## src/rtl/mrsp_pkg.sv

```systemverilog
// Shared constants and types for the sparse-prime Montgomery reduction block.
// Used by the sequencer top level and the shared multiply-accumulate unit.
// No dependencies.
package mrsp_pkg;

    localparam int FIELD_WORDS = 8;
    localparam int ZERO_WORDS  = 3;
    localparam int CFG_COUNT   = 5;

    localparam int WORD_W = 64;
    localparam int HALF_W = WORD_W / 2;
    localparam int ACC_W  = 2 * WORD_W + 8;

    // load count, quotient index, register index widths
    localparam int KW  = $clog2(2 * FIELD_WORDS);
    localparam int JW  = $clog2(FIELD_WORDS);
    localparam int CIW = $clog2(CFG_COUNT);
    localparam int SW  = KW + 2;
    localparam int MW  = KW + CIW;

    // highest word of p+1 that ever meets a quotient word
    localparam int MIDX_HI = (ZERO_WORDS + CFG_COUNT - 1 < FIELD_WORDS - 1) ?
                             (ZERO_WORDS + CFG_COUNT - 1) : (FIELD_WORDS - 1);

    typedef enum logic [2:0] {
        ST_IDLE,
        ST_MAC,
        ST_DRAIN,
        ST_WRITE,
        ST_OUT
    } seq_state_t;

    typedef struct packed {
        logic       issue;     // start a 32x32 partial product
        logic [1:0] shift;     // partial product weight in half words
        logic       add_word;  // add product word, store column, shift down
        logic       clear;     // final column: zero the accumulator
    } acc_ctrl_t;

endpackage

```

## src/rtl/montgomery_reduction_sparse_prime.sv

```systemverilog
// Montgomery reduction against a sparse prime (p+1 with zero low words).
// Column sequencer, quotient store and p+1 registers; uses mrsp_mul_acc.
// Depends on mrsp_pkg.
// Flow: a product word whose column needs n products (n <= 5) is taken
// and stalls further input until written; each 64x64 product is four 32x32
// passes through the single shared multiplier. After the last word is
// written, 8 result words follow at one per cycle when not stalled.
// Reset (async, rst_n low) clears the sequencer, accumulator and p+1 registers.
module montgomery_reduction_sparse_prime (
    input  logic                         clk,
    input  logic                         rst_n,
    input  logic                         product_valid,
    output logic                         product_stall,
    input  logic [mrsp_pkg::WORD_W-1:0]  product_word,
    output logic                         result_valid,
    input  logic                         result_stall,
    output logic [mrsp_pkg::WORD_W-1:0]  result_word,
    output logic                         result_last,
    input  logic                         cfg_write,
    input  logic [mrsp_pkg::CIW-1:0]     cfg_index,
    input  logic [mrsp_pkg::WORD_W-1:0]  cfg_data
);
    import mrsp_pkg::*;

    localparam logic signed [SW-1:0] FW_S = SW'(FIELD_WORDS);
    localparam logic signed [SW-1:0] ZW_S = SW'(ZERO_WORDS);
    localparam logic signed [SW-1:0] MH_S = SW'(MIDX_HI);

    seq_state_t state_reg, state_next;

    logic [KW-1:0]     load_count_reg;
    logic [JW-1:0]     j_reg;
    logic [JW-1:0]     j_end_reg;
    logic [1:0]        part_reg;
    logic [JW-1:0]     out_idx_reg;
    logic [WORD_W-1:0] word_reg;
    logic [WORD_W-1:0] modp1_reg [CFG_COUNT];
    logic [WORD_W-1:0] q_mem [FIELD_WORDS];

    logic signed [SW-1:0] k_s, lo1, lo2, hi1, hi2, j_lo, j_hi;
    logic              low_half;
    logic              final_col;
    logic              col_any;
    logic [KW-1:0]     col_k;
    logic [JW-1:0]     col_idx;
    logic [MW-1:0]     midx;
    logic [MW-1:0]     cidx_full;
    logic [WORD_W-1:0] m_word;
    logic [JW-1:0]     rd_idx;
    logic [WORD_W-1:0] q_word;
    logic [HALF_W-1:0] op_a, op_b;
    logic [WORD_W-1:0] sum_low;
    logic              mac_done;
    logic              out_done;
    acc_ctrl_t         ctrl;

    // Column bounds: only quotient words that meet a programmed word of p+1.
    always_comb
    begin
        k_s       = $signed({2'b00, load_count_reg});
        low_half  = load_count_reg < KW'(FIELD_WORDS);
        final_col = load_count_reg == KW'(2 * FIELD_WORDS - 1);
        lo1       = low_half ? '0 : (k_s - FW_S + SW'(1));
        lo2       = k_s - MH_S;
        hi1       = low_half ? (k_s - SW'(1)) : (FW_S - SW'(1));
        hi2       = k_s - ZW_S;
        j_lo      = (lo1 > lo2) ? lo1 : lo2;
        j_hi      = (hi1 < hi2) ? hi1 : hi2;
        col_any   = (j_lo <= j_hi) && !final_col;
        col_k     = low_half ? load_count_reg : (load_count_reg - KW'(FIELD_WORDS));
        col_idx   = col_k[JW-1:0];
    end

    always_comb
    begin
        midx      = MW'(load_count_reg) - MW'(j_reg);
        cidx_full = midx - MW'(ZERO_WORDS);
        if (cidx_full < MW'(CFG_COUNT))
        begin
            m_word = modp1_reg[cidx_full[CIW-1:0]];
        end
        else
        begin
            m_word = '0;
        end
    end

    assign rd_idx   = (state_reg == ST_OUT) ? out_idx_reg : j_reg;
    assign q_word   = q_mem[rd_idx];
    assign op_a     = part_reg[0] ? q_word[WORD_W-1:HALF_W] : q_word[HALF_W-1:0];
    assign op_b     = part_reg[1] ? m_word[WORD_W-1:HALF_W] : m_word[HALF_W-1:0];
    assign mac_done = (part_reg == 2'd3) && (j_reg == j_end_reg);
    assign out_done = !result_stall && (out_idx_reg == JW'(FIELD_WORDS - 1));

    // next state
    always_comb
    begin
        state_next = state_reg;
        case (state_reg)
            ST_IDLE:
            begin
                if (product_valid)
                begin
                    state_next = col_any ? ST_MAC : ST_WRITE;
                end
            end
            ST_MAC:
            begin
                if (mac_done)
                begin
                    state_next = ST_DRAIN;
                end
            end
            ST_DRAIN: state_next = ST_WRITE;
            ST_WRITE: state_next = final_col ? ST_OUT : ST_IDLE;
            ST_OUT:
            begin
                if (out_done)
                begin
                    state_next = ST_IDLE;
                end
            end
            default:  state_next = ST_IDLE;
        endcase
    end

    // outputs and unit control
    always_comb
    begin
        product_stall = state_reg != ST_IDLE;
        result_valid  = state_reg == ST_OUT;
        result_word   = q_word;
        result_last   = (state_reg == ST_OUT) && (out_idx_reg == JW'(FIELD_WORDS - 1));
        ctrl.issue    = state_reg == ST_MAC;
        ctrl.shift    = {1'b0, part_reg[0]} + {1'b0, part_reg[1]};
        ctrl.add_word = state_reg == ST_WRITE;
        ctrl.clear    = final_col;
    end

    mrsp_mul_acc u_mul_acc (
        .clk     (clk),
        .rst_n   (rst_n),
        .op_a    (op_a),
        .op_b    (op_b),
        .ctrl    (ctrl),
        .word    (word_reg),
        .sum_low (sum_low)
    );

    always_ff @(posedge clk)
    begin
        if (state_reg == ST_IDLE && product_valid)
        begin
            word_reg <= product_word;
        end
        if (state_reg == ST_WRITE)
        begin
            q_mem[col_idx] <= sum_low;
        end
    end

    always_ff @(posedge clk or negedge rst_n)
    begin
        if (!rst_n)
        begin
            state_reg      <= ST_IDLE;
            load_count_reg <= '0;
            j_reg          <= '0;
            j_end_reg      <= '0;
            part_reg       <= '0;
            out_idx_reg    <= '0;
            for (int i = 0; i < CFG_COUNT; i++)
            begin
                modp1_reg[i] <= '0;
            end
        end
        else
        begin
            state_reg <= state_next;
            if (cfg_write && (cfg_index < CIW'(CFG_COUNT)))
            begin
                modp1_reg[cfg_index] <= cfg_data;
            end
            case (state_reg)
                ST_IDLE:
                begin
                    j_reg     <= j_lo[JW-1:0];
                    j_end_reg <= j_hi[JW-1:0];
                    part_reg  <= '0;
                end
                ST_MAC:
                begin
                    part_reg <= part_reg + 2'd1;
                    if (part_reg == 2'd3 && !mac_done)
                    begin
                        j_reg <= j_reg + JW'(1);
                    end
                end
                ST_WRITE:
                begin
                    load_count_reg <= final_col ? '0 : (load_count_reg + KW'(1));
                    out_idx_reg    <= '0;
                end
                ST_OUT:
                begin
                    if (!result_stall && !out_done)
                    begin
                        out_idx_reg <= out_idx_reg + JW'(1);
                    end
                end
                default:
                begin
                end
            endcase
        end
    end

endmodule

```

## src/rtl/mrsp_mul_acc.sv

```systemverilog
// Shared 32x32 multiplier with a registered partial product and the
// 136-bit column accumulator. Depends on mrsp_pkg.
module mrsp_mul_acc (
    input  logic                        clk,
    input  logic                        rst_n,
    input  logic [mrsp_pkg::HALF_W-1:0] op_a,
    input  logic [mrsp_pkg::HALF_W-1:0] op_b,
    input  mrsp_pkg::acc_ctrl_t         ctrl,
    input  logic [mrsp_pkg::WORD_W-1:0] word,
    output logic [mrsp_pkg::WORD_W-1:0] sum_low
);
    import mrsp_pkg::*;

    logic [WORD_W-1:0] pp_reg;
    logic [1:0]        pp_shift_reg;
    logic              pp_valid_reg;
    logic [ACC_W-1:0]  acc_reg;
    logic [ACC_W-1:0]  acc_next;
    logic [ACC_W-1:0]  pp_ext;
    logic [ACC_W-1:0]  pp_placed;
    logic [ACC_W-1:0]  word_sum;

    assign pp_ext   = {{(ACC_W - WORD_W){1'b0}}, pp_reg};
    assign word_sum = acc_reg + {{(ACC_W - WORD_W){1'b0}}, word};
    assign sum_low  = word_sum[WORD_W-1:0];

    always_comb
    begin
        case (pp_shift_reg)
            2'd0:    pp_placed = pp_ext;
            2'd1:    pp_placed = pp_ext << HALF_W;
            2'd2:    pp_placed = pp_ext << (2 * HALF_W);
            default: pp_placed = pp_ext << (3 * HALF_W);
        endcase
    end

    always_comb
    begin
        acc_next = acc_reg;
        if (pp_valid_reg)
        begin
            acc_next = acc_reg + pp_placed;
        end
        else if (ctrl.add_word)
        begin
            if (ctrl.clear)
            begin
                acc_next = '0;
            end
            else
            begin
                acc_next = {{WORD_W{1'b0}}, word_sum[ACC_W-1:WORD_W]};
            end
        end
    end

    always_ff @(posedge clk)
    begin
        if (ctrl.issue)
        begin
            pp_reg <= WORD_W'(op_a) * WORD_W'(op_b);
        end
        pp_shift_reg <= ctrl.shift;
    end

    always_ff @(posedge clk or negedge rst_n)
    begin
        if (!rst_n)
        begin
            pp_valid_reg <= 1'b0;
            acc_reg      <= '0;
        end
        else
        begin
            pp_valid_reg <= ctrl.issue;
            acc_reg      <= acc_next;
        end
    end

endmodule

```

## config.mk

```make
export PLATFORM = sky130hd
export DESIGN_NAME = montgomery_reduction_sparse_prime
export DESIGN_NICKNAME = d
export VERILOG_FILES = /design/src/rtl/mrsp_pkg.sv /design/src/rtl/montgomery_reduction_sparse_prime.sv /design/src/rtl/mrsp_mul_acc.sv
export SDC_FILE = /design/constraint.sdc
export NUM_CORES = 2
export LEC_CHECK = 0
export ABC_AREA = 0
export BUFFER_PORTS_ARGS = -buffer_cell sky130_fd_sc_hd__buf_2
export CORE_AREA = 2 2 388 390
export CTS_CLUSTER_DIAMETER = 30
export DETAILED_ROUTE_END_ITERATION = 6
export DIE_AREA = 0 0 390 392
export PLACE_DENSITY = 0.8
export SLEW_MARGIN = 40
export SYNTH_ARGS = -nofsm -noshare
export SYNTH_HDL_FRONTEND = slang
export SYNTH_SLANG_ARGS = --single-unit
```

## constraint.sdc

```tcl
create_clock -name clk -period 29.3 [get_ports clk]
set_input_delay 5.86 -clock clk [delete_from_list [all_inputs] [get_ports clk]]
set_output_delay 5.86 -clock clk [all_outputs]
set_load 0.05 [all_outputs]
```

Yosys cells after proc, flatten, opt, wreduce, memory -nomap -nowiden
Memories as Yosys holds them, arrays and structs flattened.
Index checks and enable logic that the tools add are counted.
- memory bits (writable): 512
- word-level logic and storage cells: 114
- register bits: 605
- memories: 1
- memory list (memory ; depth ; bits a word ; rd ports ; clocked after Yosys merged registers in ; write ports ; line ; source):
    q_mem ; 8 ; 64 ; 1 ; 0 ; 1 ; montgomery_reduction_sparse_prime.sv:38 ; logic [WORD_W-1:0] q_mem [FIELD_WORDS];
- bitwise operators: 2
- mux-type cells: 33
- add/subtract/negate cells: 15
- $lt $le $gt $ge: 9
- equality and inequality tests: 15
- multipliers: 1
- reductions and logical operators: 22
- operator list (kind ; count):
    one-hot mux 136 bit (3 select lines) ; 1
    bitwise mux 320 bit ; 1
    2-to-1 mux 136 bit ; 2
    2-to-1 mux 64 bit ; 4
    binary-select mux 64 bit (select 3 bit) ; 1
    demux 64 bit (select 3 bit) ; 1
    adder 136 bit ; 1
    adder 136 x 64 -> 136 bit ; 1
    2-to-1 mux 72 bit ; 1
    multiplier 32 x 32 -> 64 bit ; 1
    2-to-1 mux 32 bit ; 2
    2-to-1 mux 3 bit ; 8
    2-to-1 mux 6 bit ; 4
    one-hot mux 3 bit (5 select lines) ; 1
    one-hot mux 3 bit (2 select lines) ; 2
    logical AND 1 bit ; 9
    >= comparator 4 bit (second input constant) ; 2
    NOT 3 -> 4 bit ; 2
    less-than comparator 7 x 3 -> 1 bit (second input constant) ; 1
    adder 3 x 1 -> 3 bit (second input constant) ; 2
    adder 5 x 2 -> 6 bit (second input constant) ; 1
    == test 3 x 2 -> 1 bit (second input constant) ; 2
    == test 3 bit (second input constant) ; 2
    greater-than comparator 6 x 5 -> 1 bit ; 1
    33 further kinds ; 44

Logic depth before layout (Yosys ltp)
- depth in word-level cells: 10
- mapped depth: 42

By module
Synthesis repeated with hierarchy kept, for this count alone.
- cells, all modules: 8785
- area total of the unflattened synthesis: 97079.4 um^2
- modules (own cells, without submodules) (module ; instances ; area an instance (um^2) ; cells each):
    mrsp_mul_acc ; 1 ; 55126.6 ; 6477
    montgomery_reduction_sparse_prime ; 1 ; 41952.7 ; 2308

Least setup slack after synthesis
No wires, ideal clock.
- path kind: register to register
- from: register load_count_reg[0]
- to: register u_mul_acc.pp_reg[62] (data pin)
- arrival: 10.309 ns
- slack: 18.731 ns
- cell stages (with the launch flop): 41
- clock period less this slack: 10.569 ns
- buffers on the path: 5
- setup time: 0.260 ns
- cells stage by stage: dfrtp_1 -> inv_1 -> ha_1 -> inv_1 -> fa_1 -> ha_1 -> clkbuf_1 -> clkbuf_1 -> clkbuf_1 -> mux4_2 -> a211oi_1 -> a31oi_1 -> nand2_1 -> clkbuf_1 -> nor2_1 -> fa_1 -> inv_1 -> fa_1 -> [... 5 more ...] -> fa_1 -> inv_1 -> fa_1 -> fa_1 -> ha_1 -> clkbuf_1 -> a21oi_1 -> o21ai_0 -> a221oi_1 -> o21ai_1 -> a211oi_2 -> o211ai_2 -> a2111oi_2 -> o31ai_1 -> a21oi_2 -> o21ai_1 -> a221oi_2 -> xnor2_1
- longest elaborated chain between the ends: 9
- ends and longest elaborated chain (what ; line ; source):
    start, declared ; montgomery_reduction_sparse_prime.sv:31 ; logic [KW-1:0] load_count_reg;
    start signal, assigned ; montgomery_reduction_sparse_prime.sv:201 ; load_count_reg <= final_col ? '0 : (load_count_reg + KW'(1));
    subtractor 4 x 3 -> 5 bit * ; montgomery_reduction_sparse_prime.sv:76 ; midx = MW'(load_count_reg) - MW'(j_reg);
    subtractor 5 x 3 -> 6 bit * ; montgomery_reduction_sparse_prime.sv:77 ; cidx_full = midx - MW'(ZERO_WORDS);
    NOT 3 -> 4 bit (implied by the code) ; montgomery_reduction_sparse_prime.sv:80 ; m_word = modp1_reg[cidx_full[CIW-1:0]];
    binary-select mux 64 bit (select 3 bit) ; montgomery_reduction_sparse_prime.sv:80 ;
    2-to-1 mux 64 bit (implied by the code) (2 in series) ; montgomery_reduction_sparse_prime.sv:80 ;
    2-to-1 mux 64 bit * ; montgomery_reduction_sparse_prime.sv:78 ; if (cidx_full < MW'(CFG_COUNT))
    2-to-1 mux 32 bit * ; montgomery_reduction_sparse_prime.sv:91 ; assign op_b = part_reg[1] ? m_word[WORD_W-1:HALF_W] : m_word[HALF_W-1:0];
    multiplier 32 x 32 -> 64 bit * ; mrsp_mul_acc.sv:61 ; pp_reg <= WORD_W'(op_a) * WORD_W'(op_b);
    end signal, assigned ; mrsp_mul_acc.sv:61 ;
    end, declared ; mrsp_mul_acc.sv:14 ; logic [WORD_W-1:0] pp_reg;
Mark *: on every way between the ends. The rest lies on a longest branch, timed or not. The select of a mux whose other input is x is not followed.
A chain may end at the register's enable or synchronous reset.

Final worst setup path
- from: register state_reg[1]
- to: register u_mul_acc.pp_reg[62] (data pin)
- longest elaborated chain between the ends: 5
- ends and longest elaborated chain (what ; line ; source):
    start, declared ; montgomery_reduction_sparse_prime.sv:29 ; seq_state_t state_reg, state_next;
    start signal, assigned ; montgomery_reduction_sparse_prime.sv:179 ; state_reg <= state_next;
    == test 3 bit ; montgomery_reduction_sparse_prime.sv:88 ; assign rd_idx = (state_reg == ST_OUT) ? out_idx_reg : j_reg;
    2-to-1 mux 3 bit ; montgomery_reduction_sparse_prime.sv:88 ;
    memory (8 x 64 bit) ; n/a ;
    2-to-1 mux 32 bit ; montgomery_reduction_sparse_prime.sv:90 ; assign op_a = part_reg[0] ? q_word[WORD_W-1:HALF_W] : q_word[HALF_W-1:0];
    multiplier 32 x 32 -> 64 bit ; mrsp_mul_acc.sv:61 ;
Every way passes these cells.

==> impl_metrics.env <==
export IMPL_hold_depth=1
export IMPL_grt_max_degree=83
export IMPL_fin_ws_ps=16160
export IMPL_die_y_um=392
export IMPL_cts_root_buffer="clkbuf_16"
export IMPL_viasPerCell=6.67
export IMPL_cts_max_path_buffers=3
export IMPL_synth_async_sr_flop_share_pct=42.5
export IMPL_hold_viol=0
export IMPL_reg2reg_depth=38
export IMPL_cts_sinks=1117
export IMPL_rows=142
export IMPL_grt_antenna_before_repair=39
export IMPL_synthToLayoutAreaGrowth_pct=12.0
export IMPL_slowest_stage="clkinv_1"
export IMPL_finalSetupViolations=0
export IMPL_final_area_sq_um=104000
export IMPL_ant_nets=0
export IMPL_cts_setup_buffers=0
export IMPL_cp_num_buf_inv=8
export IMPL_wl_um=323000
export IMPL_die_area_sq_um=153000
export IMPL_place_area_sq_um=96200
export IMPL_synth_warnings=0
export IMPL_violations="DRC"
export IMPL_min_period_over_period_pct=44.8
export IMPL_track_usage_pct=42.8
export IMPL_cpMostUsedCell="fa_1"
export IMPL_synthesis_nets=10399
export IMPL_drt_first_pass_iters=7
export IMPL_drcViolationCount=129
export IMPL_numPortBuffers=202
export IMPL_place_hpwl_um=225000
export IMPL_grt_first_pass_wirelength_um=485000
export IMPL_dieWidth_um=390
export IMPL_finish_utilization_pct=70.2
export IMPL_synth_top_flop_cell="edfxtp_1"
export IMPL_grt_overflow_total=0
export IMPL_cts_resized=0
export IMPL_end_kind="flop"
export IMPL_core_area_sq_um=149000
export IMPL_syn_inst=8878
export IMPL_synth_edf_count=640
export IMPL_drt_iter0_markers=9841
export IMPL_worstSetupStartpointType="flop"
export IMPL_setup_tns_final_ps=0
export IMPL_start_util_pct=62.6
export IMPL_numCtsBuffers=226
export IMPL_cts_tree="built"
export IMPL_syn_area_sq_um=93200
export IMPL_max_stage_delay_ps=940
export IMPL_crit_family="adder cells"
export IMPL_synth_cell_types=107
export IMPL_critPathMaxFanout=46
export IMPL_clk_latency_ps=910
export IMPL_max_slew_margin_pct=34.2
export IMPL_post_place_ws_ps=16590
export IMPL_ys_seq_elements=1117
export IMPL_critical_path_cell_count=38
export IMPL_worst_pin_slew_ps=959
export IMPL_place_gp_congestion=1.06
export IMPL_worstSetupPathType="reg -> reg"
export IMPL_syn_area_per_cell_sq_um=10.5
export IMPL_cts_hold_buffers=0
export IMPL_drv_cap=0
export IMPL_ctsHtreeMaxLevel=4
export IMPL_finalClockSkew_ps=137
export IMPL_wire_per_inst_um=29.0
export IMPL_ios=203
export IMPL_period_minus_slack_ps=13140
export IMPL_largest_reg_flops=512
export IMPL_outcome="complete, but fails checks"
export IMPL_grt_pass1_vias=77166
export IMPL_rsz0062_at_grt="no"
export IMPL_drive_above_1_share_pct=15.7
export IMPL_hp_class="reg -> reg"
export IMPL_nNetsFinal=10481
export IMPL_required_ps=29830
export IMPL_fmax_mhz=76.1
export IMPL_drv_slew=0
export IMPL_clkTransAtPathRegs_ps=50
export IMPL_arrival_ps=13670
export IMPL_vias=74216
export IMPL_synth_seq_area_share_pct=33.4
logic make-up (layout without fill, tap and decap cells):
kind of cell	after synthesis	in the layout	share of synthesized area (%)
AO/OA/AOI/OAI	1371	1371	9.50
XOR/XNOR	327	327	3.07
adder cells (fa/ha/maj)	1385	1385	25.8
buffers and inverters	1619	1899	6.78
flip-flops	1117	1117	33.4
multiplexers	620	620	9.67
other	0	20	0
AND/OR/NAND/NOR	2439	2439	11.7
per-stage QoR:
| step | hold slack (ps) | cells |
|---|---|---|
| 6_report | 497 | 11122 |
| 3_3_place_gp | 481 | 10670 |
| 2_1_floorplan | 465 | 8878 |
| 3_5_place_dp | 487 | 10674 |
| 5_1_grt | 508 | 11112 |
| 4_1_cts | 501 | 11100 |
metal layers:
metal	up-vias	global-route usage [%]	part of all wire [%]
met4	46	26.9	7.7
met1	36913	53.8	35
met2	5409	63.2	43
li1	30350	-	-
met3	1498	15.2	14
met5	-	0.829	0.15
layout by cell type (no fill, tap or decap), drive strengths merged, types with 67 or more instances in the layout:
master  instances
a21o          115
inv          1150
mux2          323
ha            486
clkinv         84
nor2b          81
dfrtp         475
nor2          818
nand3         184
and2           71
xnor2         184
xor2          143
nand2         855
nand4         123
mux4          192
and3           90
a31oi          74
a21oi         381
o21bai         67
edfxtp        640
mux2i         105
clkbuf        267
o21ai         339
fa            899
buf           345
worst register-to-register path, delay by kind of cell, from the launching register on:
| kind | cells | cell delay, ps |
|---|---|---|
| AOI/OAI and AO/OA | 13 | 3370 |
| muxes | 2 | 840 |
| and+or+nand+nor | 5 | 1090 |
| buffers and inverters | 8 | 3240 |
| adders and majority gates | 9 | 3820 |
| DFF | 1 | 450 |
| xor gates and xnor gates | 1 | 90 |
cell usage after synthesis, types with 11 or more instances:
cell type  instances  area [sq um]
mux2i_1          105          1050
and4_1            14           123
o21ai_1           31           155
mux4_2           192          4320
edfxtp_1         640         19200
buf_4             18           135
buf_2            122           611
a21oi_1          376          1880
nor2b_1           81           507
o21bai_1          67           503
a21boi_0          11          82.6
a22oi_1           38           285
nor4_1            30           188
fa_1             899         18000
a21o_1           115           863
nor3_1            55           275
nand2_1          855          3210
nand2b_1          55           344
or3_1             14          87.6
clkbuf_1         322          1210
or2_2             17           106
xor2_1           143          1250
nand3_1          182           911
o31ai_1           26           195
o221ai_1          24           210
o211ai_1          16           120
a211oi_1          43           323
nor2_1           817          3070
nand4_1          122           763
ha_1             486          6080
xnor2_1          184          1610
a211o_1           18           158
and3_1            90           563
o21a_1            63           473
mux2_2           323          3640
inv_1           1126          4230
buf_1             24          90.1
o21ai_0          296          1480
dfrtp_1          475         11900
o21ai_2           12           105
a221oi_1          18           158
a22o_1            35           307
and2_1            69           432
a31oi_1           71           444
final cells by class:
cell class / count / area (sq um)
multi-input cells: 6142 / 56300
fillers: 10283 / 44400
flip-flops and latches: 1117 / 31200
clock buffers: 267 / 5980
inverters: 1128 / 4230
well taps: 1944 / 2430
repair buffers: 345 / 2270
clock inverters: 159 / 2050
diodes: 20 / 50.0
worst paths after layout:
check	from	endpoint	slack (ps)
worst max-delay path	state_reg[1]$_DFFE_PN0P_	u_mul_acc.pp_reg[62]$_DFFE_PP_	16160
worst min-delay path	modp1_reg[11]$_DFFE_PN0P_	modp1_reg[11]$_DFFE_PN0P_	500
worst max register to register	state_reg[1]$_DFFE_PN0P_	u_mul_acc.pp_reg[62]$_DFFE_PP_	16160
worst min register to register	modp1_reg[11]$_DFFE_PN0P_	modp1_reg[11]$_DFFE_PN0P_	500
max in group asynchronous	rst_n	u_mul_acc.pp_valid_reg$_DFF_PN0_	22040
min in group asynchronous	rst_n	modp1_reg[19]$_DFFE_PN0P_	4940
Power is not shown: default switching activity piles up to over one toggle a cycle in this logic, so the estimate is an artifact.
